`src/design/ibfc_pkg.sv`:
```
// ----------------------------------------------------------------------------
// ibfc_pkg
// Types and constants of the input boost frequency floor controller.
// ----------------------------------------------------------------------------
package ibfc_pkg;

   localparam int FREQ_W         = 22;
   localparam int DUR_W          = 16;
   localparam int OP_W           = 3;
   localparam int CSR_INDEX_BITS = 4;
   localparam int CSR_DATA_BITS  = 22;

   typedef enum logic [OP_W-1:0] {
      OP_TICK       = 3'd0,
      OP_INPUT      = 3'd1,
      OP_KICK       = 3'd2,
      OP_SCREEN_ON  = 3'd3,
      OP_SCREEN_OFF = 3'd4,
      OP_QUERY      = 3'd5
   } op_type;

   // register indexes
   localparam logic [CSR_INDEX_BITS-1:0] CSR_BOOST_FREQ_LP     = 4'd0;
   localparam logic [CSR_INDEX_BITS-1:0] CSR_BOOST_FREQ_PERF   = 4'd1;
   localparam logic [CSR_INDEX_BITS-1:0] CSR_MAX_FREQ_LP       = 4'd2;
   localparam logic [CSR_INDEX_BITS-1:0] CSR_MAX_FREQ_PERF     = 4'd3;
   localparam logic [CSR_INDEX_BITS-1:0] CSR_FLOOR_FREQ_LP     = 4'd4;
   localparam logic [CSR_INDEX_BITS-1:0] CSR_FLOOR_FREQ_PERF   = 4'd5;
   localparam logic [CSR_INDEX_BITS-1:0] CSR_INPUT_BOOST_TICKS = 4'd6;
   localparam logic [CSR_INDEX_BITS-1:0] CSR_WAKE_BOOST_TICKS  = 4'd7;

   // register reset values
   localparam logic [FREQ_W-1:0] RST_BOOST_FREQ     = 22'd1000000;
   localparam logic [FREQ_W-1:0] RST_MAX_FREQ       = 22'd4194303;
   localparam logic [FREQ_W-1:0] RST_FLOOR_FREQ     = 22'd0;
   localparam logic [DUR_W-1:0]  RST_INPUT_TICKS    = 16'd64;
   localparam logic [DUR_W-1:0]  RST_WAKE_TICKS     = 16'd1000;

   typedef struct packed {
      logic [OP_W-1:0]   op;
      logic [DUR_W-1:0]  kick_ticks;
      logic              cluster_is_lp;
      logic [FREQ_W-1:0] policy_max_khz;
      logic [FREQ_W-1:0] hw_min_khz;
   } req_type;

   typedef struct packed {
      logic [FREQ_W-1:0] min_freq_khz;
      logic              screen_is_off;
      logic              input_boost_on;
      logic              max_boost_on;
      logic              flags_changed;
   } rsp_type;

   typedef struct packed {
      logic [FREQ_W-1:0] boost_freq_lp;
      logic [FREQ_W-1:0] boost_freq_perf;
      logic [FREQ_W-1:0] max_freq_lp;
      logic [FREQ_W-1:0] max_freq_perf;
      logic [FREQ_W-1:0] floor_freq_lp;
      logic [FREQ_W-1:0] floor_freq_perf;
      logic [DUR_W-1:0]  input_boost_ticks;
      logic [DUR_W-1:0]  wake_boost_ticks;
   } cfg_type;

endpackage

```
`src/design/ibfc_regs.sv`:
```
// ----------------------------------------------------------------------------
// ibfc_regs
// Configuration register file; writes beyond the last index are dropped.
// ----------------------------------------------------------------------------
module ibfc_regs (
   input  logic                                clock,
   input  logic                                reset,
   input  logic                                csr_valid,
   input  logic [ibfc_pkg::CSR_INDEX_BITS-1:0] csr_index,
   input  logic [ibfc_pkg::CSR_DATA_BITS-1:0]  csr_data,
   output ibfc_pkg::cfg_type                   cfg
);
   import ibfc_pkg::*;

   cfg_type cfg_ff;
   cfg_type cfg_in;

   always_comb begin
      cfg_in = cfg_ff;
      if (csr_valid) begin
         case (csr_index)
            CSR_BOOST_FREQ_LP:     cfg_in.boost_freq_lp     = csr_data[FREQ_W-1:0];
            CSR_BOOST_FREQ_PERF:   cfg_in.boost_freq_perf   = csr_data[FREQ_W-1:0];
            CSR_MAX_FREQ_LP:       cfg_in.max_freq_lp       = csr_data[FREQ_W-1:0];
            CSR_MAX_FREQ_PERF:     cfg_in.max_freq_perf     = csr_data[FREQ_W-1:0];
            CSR_FLOOR_FREQ_LP:     cfg_in.floor_freq_lp     = csr_data[FREQ_W-1:0];
            CSR_FLOOR_FREQ_PERF:   cfg_in.floor_freq_perf   = csr_data[FREQ_W-1:0];
            CSR_INPUT_BOOST_TICKS: cfg_in.input_boost_ticks = csr_data[DUR_W-1:0];
            CSR_WAKE_BOOST_TICKS:  cfg_in.wake_boost_ticks  = csr_data[DUR_W-1:0];
            default: ;
         endcase
      end
   end

   always_ff @(posedge clock) begin
      if (reset) begin
         cfg_ff.boost_freq_lp     <= RST_BOOST_FREQ;
         cfg_ff.boost_freq_perf   <= RST_BOOST_FREQ;
         cfg_ff.max_freq_lp       <= RST_MAX_FREQ;
         cfg_ff.max_freq_perf     <= RST_MAX_FREQ;
         cfg_ff.floor_freq_lp     <= RST_FLOOR_FREQ;
         cfg_ff.floor_freq_perf   <= RST_FLOOR_FREQ;
         cfg_ff.input_boost_ticks <= RST_INPUT_TICKS;
         cfg_ff.wake_boost_ticks  <= RST_WAKE_TICKS;
      end else begin
         cfg_ff <= cfg_in;
      end
   end

   assign cfg = cfg_ff;

endmodule

```
`src/design/input_boost_freq_floor_ctrl.sv`:
```
// ----------------------------------------------------------------------------
// input_boost_freq_floor_ctrl
// Event driven CPU frequency floor controller with input and max boost timers.
// ----------------------------------------------------------------------------
// Usage:
//  - req channel (valid/ready) carries one request: tick, input event, max
//    kick, screen on, screen off or query. Every request gives one response.
//  - rsp channel (valid/ready) returns the query floor (zero for non-query
//    requests) and the screen/boost flags after the request.
//  - csr channel writes one of eight registers per cycle; csr_ready is always
//    high. Write only while no request is in flight.
//  - Path: a request passes the input register, then the response register;
//    a response stall can hold it in the input register.
//  - Throughput: one request per cycle while rsp_ready stays high. The
//    timer/flag update is a single pass of compares and muxes between the
//    input register and the response register.
//  - Stall: while rsp_ready is low the response register holds; the input
//    register still takes one more request, then req_ready drops.
//  - Reset (synchronous): timers zero, screen on, registers to defaults,
//    both pipeline stages empty.
// ----------------------------------------------------------------------------
module input_boost_freq_floor_ctrl #(
   parameter int TIMER_BITS = 16
) (
   input  logic                                clock,
   input  logic                                reset,
   input  logic                                req_valid,
   output logic                                req_ready,
   input  ibfc_pkg::req_type                   req_data,
   output logic                                rsp_valid,
   input  logic                                rsp_ready,
   output ibfc_pkg::rsp_type                   rsp_data,
   input  logic                                csr_valid,
   output logic                                csr_ready,
   input  logic [ibfc_pkg::CSR_INDEX_BITS-1:0] csr_index,
   input  logic [ibfc_pkg::CSR_DATA_BITS-1:0]  csr_data
);
   import ibfc_pkg::*;

   // durations arrive 16 bits wide; compare in the wider of the two widths
   localparam int WIDE_W = (TIMER_BITS > DUR_W) ? TIMER_BITS : DUR_W;
   localparam logic [WIDE_W-1:0] TMAX_WIDE = WIDE_W'({TIMER_BITS{1'b1}});

   function automatic logic [TIMER_BITS-1:0] sat_ticks(input logic [DUR_W-1:0] v);
      logic [WIDE_W-1:0] ext;
      ext = WIDE_W'(v);
      if (ext > TMAX_WIDE) begin
         return TIMER_BITS'(TMAX_WIDE);
      end
      return TIMER_BITS'(ext);
   endfunction

   cfg_type cfg;

   // pipeline control
   logic    s1_valid_ff, s1_valid_in;
   req_type s1_req_ff, s1_req_in;
   logic    rsp_valid_ff, rsp_valid_in;
   rsp_type rsp_data_ff, rsp_data_in;
   logic    advance;
   logic    fire;

   // controller state
   logic                  screen_off_ff, screen_off_in;
   logic [TIMER_BITS-1:0] input_left_ff, input_left_in;
   logic [TIMER_BITS-1:0] max_left_ff, max_left_in;

   // compute helpers
   logic [TIMER_BITS-1:0] kick_t, wake_t, input_t;
   logic [FREQ_W-1:0]     boost_sel, max_sel, floor_sel, freq;
   logic                  lp;

   ibfc_regs u_regs (
      .clock     (clock),
      .reset     (reset),
      .csr_valid (csr_valid),
      .csr_index (csr_index),
      .csr_data  (csr_data),
      .cfg       (cfg)
   );

   assign csr_ready = 1'b1;

   // response register empties or drains -> whole pipe moves
   assign advance   = !rsp_valid_ff || rsp_ready;
   assign req_ready = !s1_valid_ff || advance;
   assign fire      = advance && s1_valid_ff;

   assign s1_valid_in  = req_ready ? req_valid : s1_valid_ff;
   assign s1_req_in    = (req_valid && req_ready) ? req_data : s1_req_ff;
   assign rsp_valid_in = advance ? s1_valid_ff : rsp_valid_ff;

   assign kick_t  = sat_ticks(s1_req_ff.kick_ticks);
   assign wake_t  = sat_ticks(cfg.wake_boost_ticks);
   assign input_t = sat_ticks(cfg.input_boost_ticks);

   assign lp        = s1_req_ff.cluster_is_lp;
   assign boost_sel = lp ? cfg.boost_freq_lp : cfg.boost_freq_perf;
   assign max_sel   = lp ? cfg.max_freq_lp   : cfg.max_freq_perf;
   assign floor_sel = lp ? cfg.floor_freq_lp : cfg.floor_freq_perf;

   always_comb begin
      screen_off_in = screen_off_ff;
      input_left_in = input_left_ff;
      max_left_in   = max_left_ff;
      freq          = '0;
      if (fire) begin
         case (op_type'(s1_req_ff.op))
            OP_TICK: begin
               // timers run with the screen off too
               if (|input_left_ff) input_left_in = input_left_ff - TIMER_BITS'(1);
               if (|max_left_ff)   max_left_in   = max_left_ff - TIMER_BITS'(1);
            end
            OP_INPUT: begin
               if (!screen_off_ff) input_left_in = input_t;
            end
            OP_KICK: begin
               // a strictly longer running boost is kept
               if (!screen_off_ff && !(max_left_ff > kick_t)) max_left_in = kick_t;
            end
            OP_SCREEN_ON: begin
               screen_off_in = 1'b0;
               if (!(max_left_ff > wake_t)) max_left_in = wake_t;
            end
            OP_SCREEN_OFF: begin
               screen_off_in = 1'b1;
            end
            OP_QUERY: begin
               if (screen_off_ff) begin
                  freq = s1_req_ff.hw_min_khz;
               end else if (|max_left_ff) begin
                  freq = (max_sel < s1_req_ff.policy_max_khz) ?
                         max_sel : s1_req_ff.policy_max_khz;
               end else if (|input_left_ff) begin
                  freq = (boost_sel < s1_req_ff.policy_max_khz) ?
                         boost_sel : s1_req_ff.policy_max_khz;
               end else begin
                  // idle floor is not clamped by the policy max
                  freq = (s1_req_ff.hw_min_khz > floor_sel) ?
                         s1_req_ff.hw_min_khz : floor_sel;
               end
            end
            default: ;  // unused op codes change nothing
         endcase
      end
   end

   always_comb begin
      rsp_data_in = rsp_data_ff;
      if (fire) begin
         rsp_data_in.min_freq_khz   = freq;
         rsp_data_in.screen_is_off  = screen_off_in;
         rsp_data_in.input_boost_on = |input_left_in;
         rsp_data_in.max_boost_on   = |max_left_in;
         rsp_data_in.flags_changed  = (screen_off_in != screen_off_ff)
                                   || ((|input_left_in) != (|input_left_ff))
                                   || ((|max_left_in) != (|max_left_ff));
      end
   end

   always_ff @(posedge clock) begin
      if (reset) begin
         s1_valid_ff   <= 1'b0;
         rsp_valid_ff  <= 1'b0;
         screen_off_ff <= 1'b0;
         input_left_ff <= '0;
         max_left_ff   <= '0;
      end else begin
         s1_valid_ff   <= s1_valid_in;
         rsp_valid_ff  <= rsp_valid_in;
         screen_off_ff <= screen_off_in;
         input_left_ff <= input_left_in;
         max_left_ff   <= max_left_in;
      end
   end

   // payload registers, no reset
   always_ff @(posedge clock) begin
      s1_req_ff   <= s1_req_in;
      rsp_data_ff <= rsp_data_in;
   end

   assign rsp_valid = rsp_valid_ff;
   assign rsp_data  = rsp_data_ff;

endmodule

```
`config.mk`:
```
export PLATFORM = sky130hd
export DESIGN_NAME = input_boost_freq_floor_ctrl
export DESIGN_NICKNAME = d
export VERILOG_FILES = /design/src/design/ibfc_pkg.sv /design/src/design/ibfc_regs.sv /design/src/design/input_boost_freq_floor_ctrl.sv
export SDC_FILE = /design/constraint.sdc
export NUM_CORES = 1
export LEC_CHECK = 0
export BUFFER_PORTS_ARGS = -buffer_cell sky130_fd_sc_hd__buf_2
export CAP_MARGIN = 30
export CORE_ASPECT_RATIO = 2
export CORE_MARGIN = 5
export CORE_UTILIZATION = 38
export CTS_CLUSTER_DIAMETER = 30
export DETAILED_ROUTE_END_ITERATION = 7
export HOLD_SLACK_MARGIN = 0.06
export SLEW_MARGIN = 0
export SYNTH_ARGS = -nofsm -noshare
export SYNTH_HDL_FRONTEND = slang
export SYNTH_SLANG_ARGS = --single-unit
export TNS_END_PERCENT = 20
```
`constraint.sdc`:
```
create_clock -name clock -period 10.55 [get_ports clock]
set_input_delay 1.055 -clock clock [delete_from_list [all_inputs] [get_ports clock]]
set_output_delay 1.055 -clock clock [all_outputs]
set_load 0.02 [all_outputs]
```
**Yosys cells after proc, flatten, opt, wreduce, memory -nomap -nowiden**

Cells that the tools add are included.
Widths: inputs -> output; s select.

- Add/sub/neg operators: 2
- Order comparisons: 8
- Equality and inequality tests: 15
- Multiplexer cells: 29
- Reduce and logical (&&, ||, !) cells: 25

Operators with widths:

| kind | number |
|---|---|
| $mux 16 | 13 |
| $mux 22 | 9 |
| $reduce_or 16->1 | 4 |
| $gt 16x16->1 const B | 3 |
| $pmux 16 s3 | 1 |
| $lt 22x22->1 | 2 |
| $gt 16x16->1 | 2 |
| $pmux 16 s2 | 1 |
| $sub 16x1->16 const B | 2 |
| $gt 22x22->1 | 1 |
| $eq 4x3->1 const B | 4 |
| $reduce_and 2->1 | 8 |
| $eq 4x2->1 const B | 2 |
| $eq 3x2->1 const B | 2 |
| $eq 3x3->1 const B | 2 |
| $eq 4x1->1 const B | 1 |
| $logic_not 1->1 | 4 |
| $logic_not 4->1 | 1 |
| $logic_or 1x1->1 | 4 |
| $mux 1 | 4 |
| $eq 3x1->1 const B | 1 |
| $logic_and 1x1->1 | 3 |
| $logic_not 3->1 | 1 |
| $ne 1x1->1 | 3 |
| $pmux 1 s2 | 1 |

- Flip-flop bits (word level): 289
- Input bits: 95
- Output and inout port bits: 29
- Word-level logic and storage cells: 102

**Logic depth before layout (Yosys ltp)**

- Depth in word-level cells: 12
- Gate-level depth with buffers: 17
- Mapped depth without buffers: 13

**Modules after synthesis**

From an unflattened synthesis, not the netlist that was laid out.

- Cell total of the unflattened synthesis: 1649
- Area, all modules: 16139.2 µm²

Modules (own cells, without submodules):

| module | times used | cells an instance | area an instance (µm²) |
|---|---|---|---|
| input_boost_freq_floor_ctrl | 1 | 1058 | 9760.6 |
| ibfc_regs | 1 | 591 | 6378.6 |

**Worst setup path before layout**

No wires, ideal clock.

- Path type: register to register
- From: register s1_req_ff (netlist bit lp)
- To: register rsp_data_ff (netlist bit rsp_data[4]) (data pin)
- Arrival time: 4063 ps
- Slack: 6211 ps
- Cell stages (with the launch flop): 17
- Path buffers: 3
- Path through: edfxtp_1 -> buf_1 -> clkbuf_1 -> buf_1 -> mux2i_1 -> ha_1 -> a21o_1 -> a21o_1 -> a21oi_1 -> o211ai_1 -> a221oi_1 -> o21ai_1 -> a221oi_1 -> a41oi_1 -> or4b_1 -> o221ai_1 -> a211oi_1

- Cells in the longest elaborated chain, start to end: 6
- Elaborated cells between the ends (all ways): 12
- Classes of those cells: order compare (3); mux (9)

Ends and longest elaborated chain:

| item | RTL line | source |
|---|---|---|
| start, declared | input_boost_freq_floor_ctrl.sv:57 | `req_type s1_req_ff, s1_req_in;` |
| start signal, assigned | input_boost_freq_floor_ctrl.sv:179 | `s1_req_ff <= s1_req_in;` |
| $mux 22 (on tied branches) | input_boost_freq_floor_ctrl.sv:100, input_boost_freq_floor_ctrl.sv:98 |  |
| $gt 22x22->1 / $lt 22x22->1 (equally long branches) | input_boost_freq_floor_ctrl.sv:139, input_boost_freq_floor_ctrl.sv:135 |  |
| $mux 22 (on tied branches) | input_boost_freq_floor_ctrl.sv:139, input_boost_freq_floor_ctrl.sv:135 |  |
| $mux 22 | input_boost_freq_floor_ctrl.sv:134 | `end else if (\|input_left_ff) begin` |
| $mux 22 * | input_boost_freq_floor_ctrl.sv:131 | `end else if (\|max_left_ff) begin` |
| $mux 22 * | input_boost_freq_floor_ctrl.sv:129 | `if (screen_off_ff) begin` |
| end signal, assigned | input_boost_freq_floor_ctrl.sv:180 | `rsp_data_ff <= rsp_data_in;` |
| end, declared | input_boost_freq_floor_ctrl.sv:59 | `rsp_type rsp_data_ff, rsp_data_in;` |

Mark *: on every way between the ends. The rest lies on a longest branch, timed or not.
A chain may end at the register's enable or synchronous reset.

**Worst setup path after layout**

- From: register s1_req_ff (netlist bit lp)
- To: register rsp_data_ff (netlist bit rsp_data[21]) (data pin)

Same word-level chain as after synthesis.

==> reports/results.txt <==
Register area share after synthesis: 42.3%
GRT Residual Overflow: 0
Top-count cell post-synth: nand2_1
Number of synthesized flops with an enable pin: 90
Met2 WL post-DR: 29500 microns
First-pass GRT wire length: 80300 microns
Sink Count: 289
Final Hold Fails: 0
Vias in the first global route: 13800
Max Slew Vio Count: 0
# H-tree levels: 2
Die Area: 46000 sq um
Final setup violation count: 0
Tcrit/Tclk final: 45.8%
Core box area: 41100 sq um
Async S/R FF share, synth: 0%
Post-route DRC violation count: 0
CTS Buffer Depth: 3
Final cell count without fillers: 2403
WHS: 0.453 ns
Post-Syn Area: 15800 sq um
IO buf count: 122
Total power divided by cell area: 170 nW/um^2
Total power: 3.14 mW
Max Clock Skew: 0.0236 ns
DIE WIDTH: 154 microns
Syn Area/Cell: 9.05 sq um
Element type at the critical path end: register
Hold buffer count at cts: 0
1st-pass router iterations: 4
Crit path top cell by count: a21o_1
VDD IR-drop max: 0.119 mV
Initial antenna violation count: 1
Primary FF master, synth: dfxtp_1
WL/cell: 22.7 microns
Post-CTS sizing: 0
Clk pin slew, worst setup/hold paths: 0.06 ns
Max Fclk: 207 MHz
Vias per cell: 5.64
Final worst setup slack: 5.72 ns
P_leak: 7.25 nW
Filler Cell Count: 3968
RD Place Congestion: 0.989
RSZ-0062 raised after global routing: no
Syn Inst Count: 1745
Initial core utilization: 38.4%
Commonest cells in the netlist: nand2_1 (328), dfxtp_1 (199), a21oi_1 (143)
Slew HR: 30.5%
Largest cells by area after synthesis: dfxtp_1 (25%), edfxtp_1 (17%), ha_1 (7.9%)
GRT Resource Usage Total: 22.8%
Status: complete, no violations
Largest net degree at the start of global routing: 108
Final ANT Viol Nets: 0
CP required: 10.85 ns
Ports: 124
Synth cell types: 82
Setup_tns: 0 ns
Post-CTS Setup Inserts: 0
MaxCap Viol Count: 0
Worst Hold Class: register to register
CP max FO: 40
Dpl cells: 2310
Hpwl dp: 40600 microns
Clock root buffer master: clkbuf_16
Met3 wire len: 2530 microns
Vias post-DR: 13600
Slowest CP cell: buf_4
# nets final: 2021
Layout cell share with drive strength beyond 1: 17.5%
Die span in y: 298 microns
Worst path arrival time: 5.13 ns
CTS tree: yes
Clock insertion delay at the later pin of the skew report: 0.57 ns
DR top layer: met4
DRT met1 WL: 17800 microns
Max incr delay on CP: 0.58 ns
Kind of critical path: register to register
Yosys reg bits: 289
Crit-path cells: buf_4 > buf_4 > mux2_2 > ha_1 > a21o_1 > a21o_1 > a21o_1 > a21o_1 > a21o_1 > a21o_1 > a21oi_1 > o211ai_1 > buf_4 > mux2_1 > nor3_1 > a211oi_1
Mapped Nets: 1940
Synth warn: 0
Num CTS Buffers: 49
Starting DRT DRC Count: 815
Final Routed Wirelength: 54600 microns
Dpl ws: 5.72 ns
Worst-Margin Slew: 1.04 ns
Synth-to-Final Area Change: 17.4%
FP Rows: 105
Min Tclk post-route: 4.83 ns
Worst Setup Start Kind: register
Synth top area share: 25.2%
Dominant cell type by area after synthesis: dfxtp_1
==> routing by layer <==
| metal | vias up | track usage (%) |
|---|---|---|
| li1 | 6487 | - |
| met1 | 6369 | 21.4 |
| met2 | 505 | 43.5 |
| met3 | 202 | 3.05 |
| met4 | 0 | 17.3 |
| met5 | - | 0 |
==> report_power, final <==
part	internal [mW]	total (mW)	leakage, nW	switching (mW)
logic	0.117	0.331	3.95	0.214
registers	1.18	1.22	2.49	0.0306
clock network	0.946	1.60	0.818	0.652
==> state kept, by name, indices dropped and copies added (netlist names) <==
signal and count:
s1_req_ff 63, screen_off_ff 1, rsp_valid 1, input_left_ff 16, u_regs.cfg 164, rsp_data 26, lp 1, max_left_ff 16
s1_valid_ff 1
==> worst paths after layout <==
kind	start	endpoint	slack, ns	depth (start not counted)
worst max-delay path	lp	rsp_data[21]	5.72	16
worst min-delay path	u_regs.cfg[141]	u_regs.cfg[141]	0.45	2
worst max register to register	lp	rsp_data[21]	5.72	16
worst min register to register	u_regs.cfg[141]	u_regs.cfg[141]	0.45	2
==> final cells by class <==
cell class | instances | area, sq um | share of cell area (%)
Inverter | 70 | 263 | 1.42
Clock buffer | 53 | 1280 | 6.92
Clock inverter | 39 | 399 | 2.15
Multi-Input combinational cell | 1273 | 8420 | 45.4
Timing Repair Buffer | 143 | 815 | 4.39
Antenna cell | 1 | 2.50 | 0.0135
Tap cell | 535 | 669 | 3.61
Sequential cell | 289 | 6690 | 36.1
==> metrics by stage <==
step	utilization [%]	instance area [sq um]
detailed placement	41.0	16900
finish	45.1	18500
global route	45.1	18500
global placement	40.8	16800
floorplan	-	15800
CTS	45.1	18500
==> worst max-delay path: cells and delay by family (launching register included) <==
| kind | cells | cell delay [ns] |
|---|---|---|
| adders and majority gates | 1 | 0.29 |
| muxes | 2 | 0.75 |
| buffers and inverters | 3 | 1.34 |
| DFF | 1 | 0.33 |
| and+or+nand+nor | 1 | 0.14 |
| AOI/OAI and AO/OA | 9 | 1.64 |
==> cell families (layout without fill, tap and decap cells) <==
logic type	Yosys count	after routing	synth area share, %
multiplexers	114	114	7.74
XOR/XNOR	3	3	0.166
adder cells (fa/ha/maj)	100	100	7.92
buffers and inverters	183	305	4.68
other	1	2	0.0237
flip-flops	289	289	42.3
AO/OA/AOI/OAI	385	385	16.5
AND/OR/NAND/NOR	670	670	20.6
==> cells in the final DEF, fill, tap and decap left out, drive strengths merged, types with 4 or more instances in the layout <==
cell type / n
dfxtp: 199
and2: 7
a21oi: 143
buf: 143
o211ai: 18
nand4: 25
clkinv: 17
clkbuf: 53
nand2b: 7
a211oi: 24
nor3b: 5
a31oi: 11
mux2i: 49
nand3: 43
and4: 5
ha: 100
or4: 4
a22oi: 5
o221ai: 30
nor2: 83
o21ai: 44
nor3: 46
edfxtp: 90
nor4: 11
or3: 9
and3: 6
a21o: 28
nor2b: 37
nand3b: 44
o21a: 9
mux2: 65
nand2: 328
inv: 88
or2: 4
a211o: 30
a221oi: 9
(Power assumes the default switching activity.)
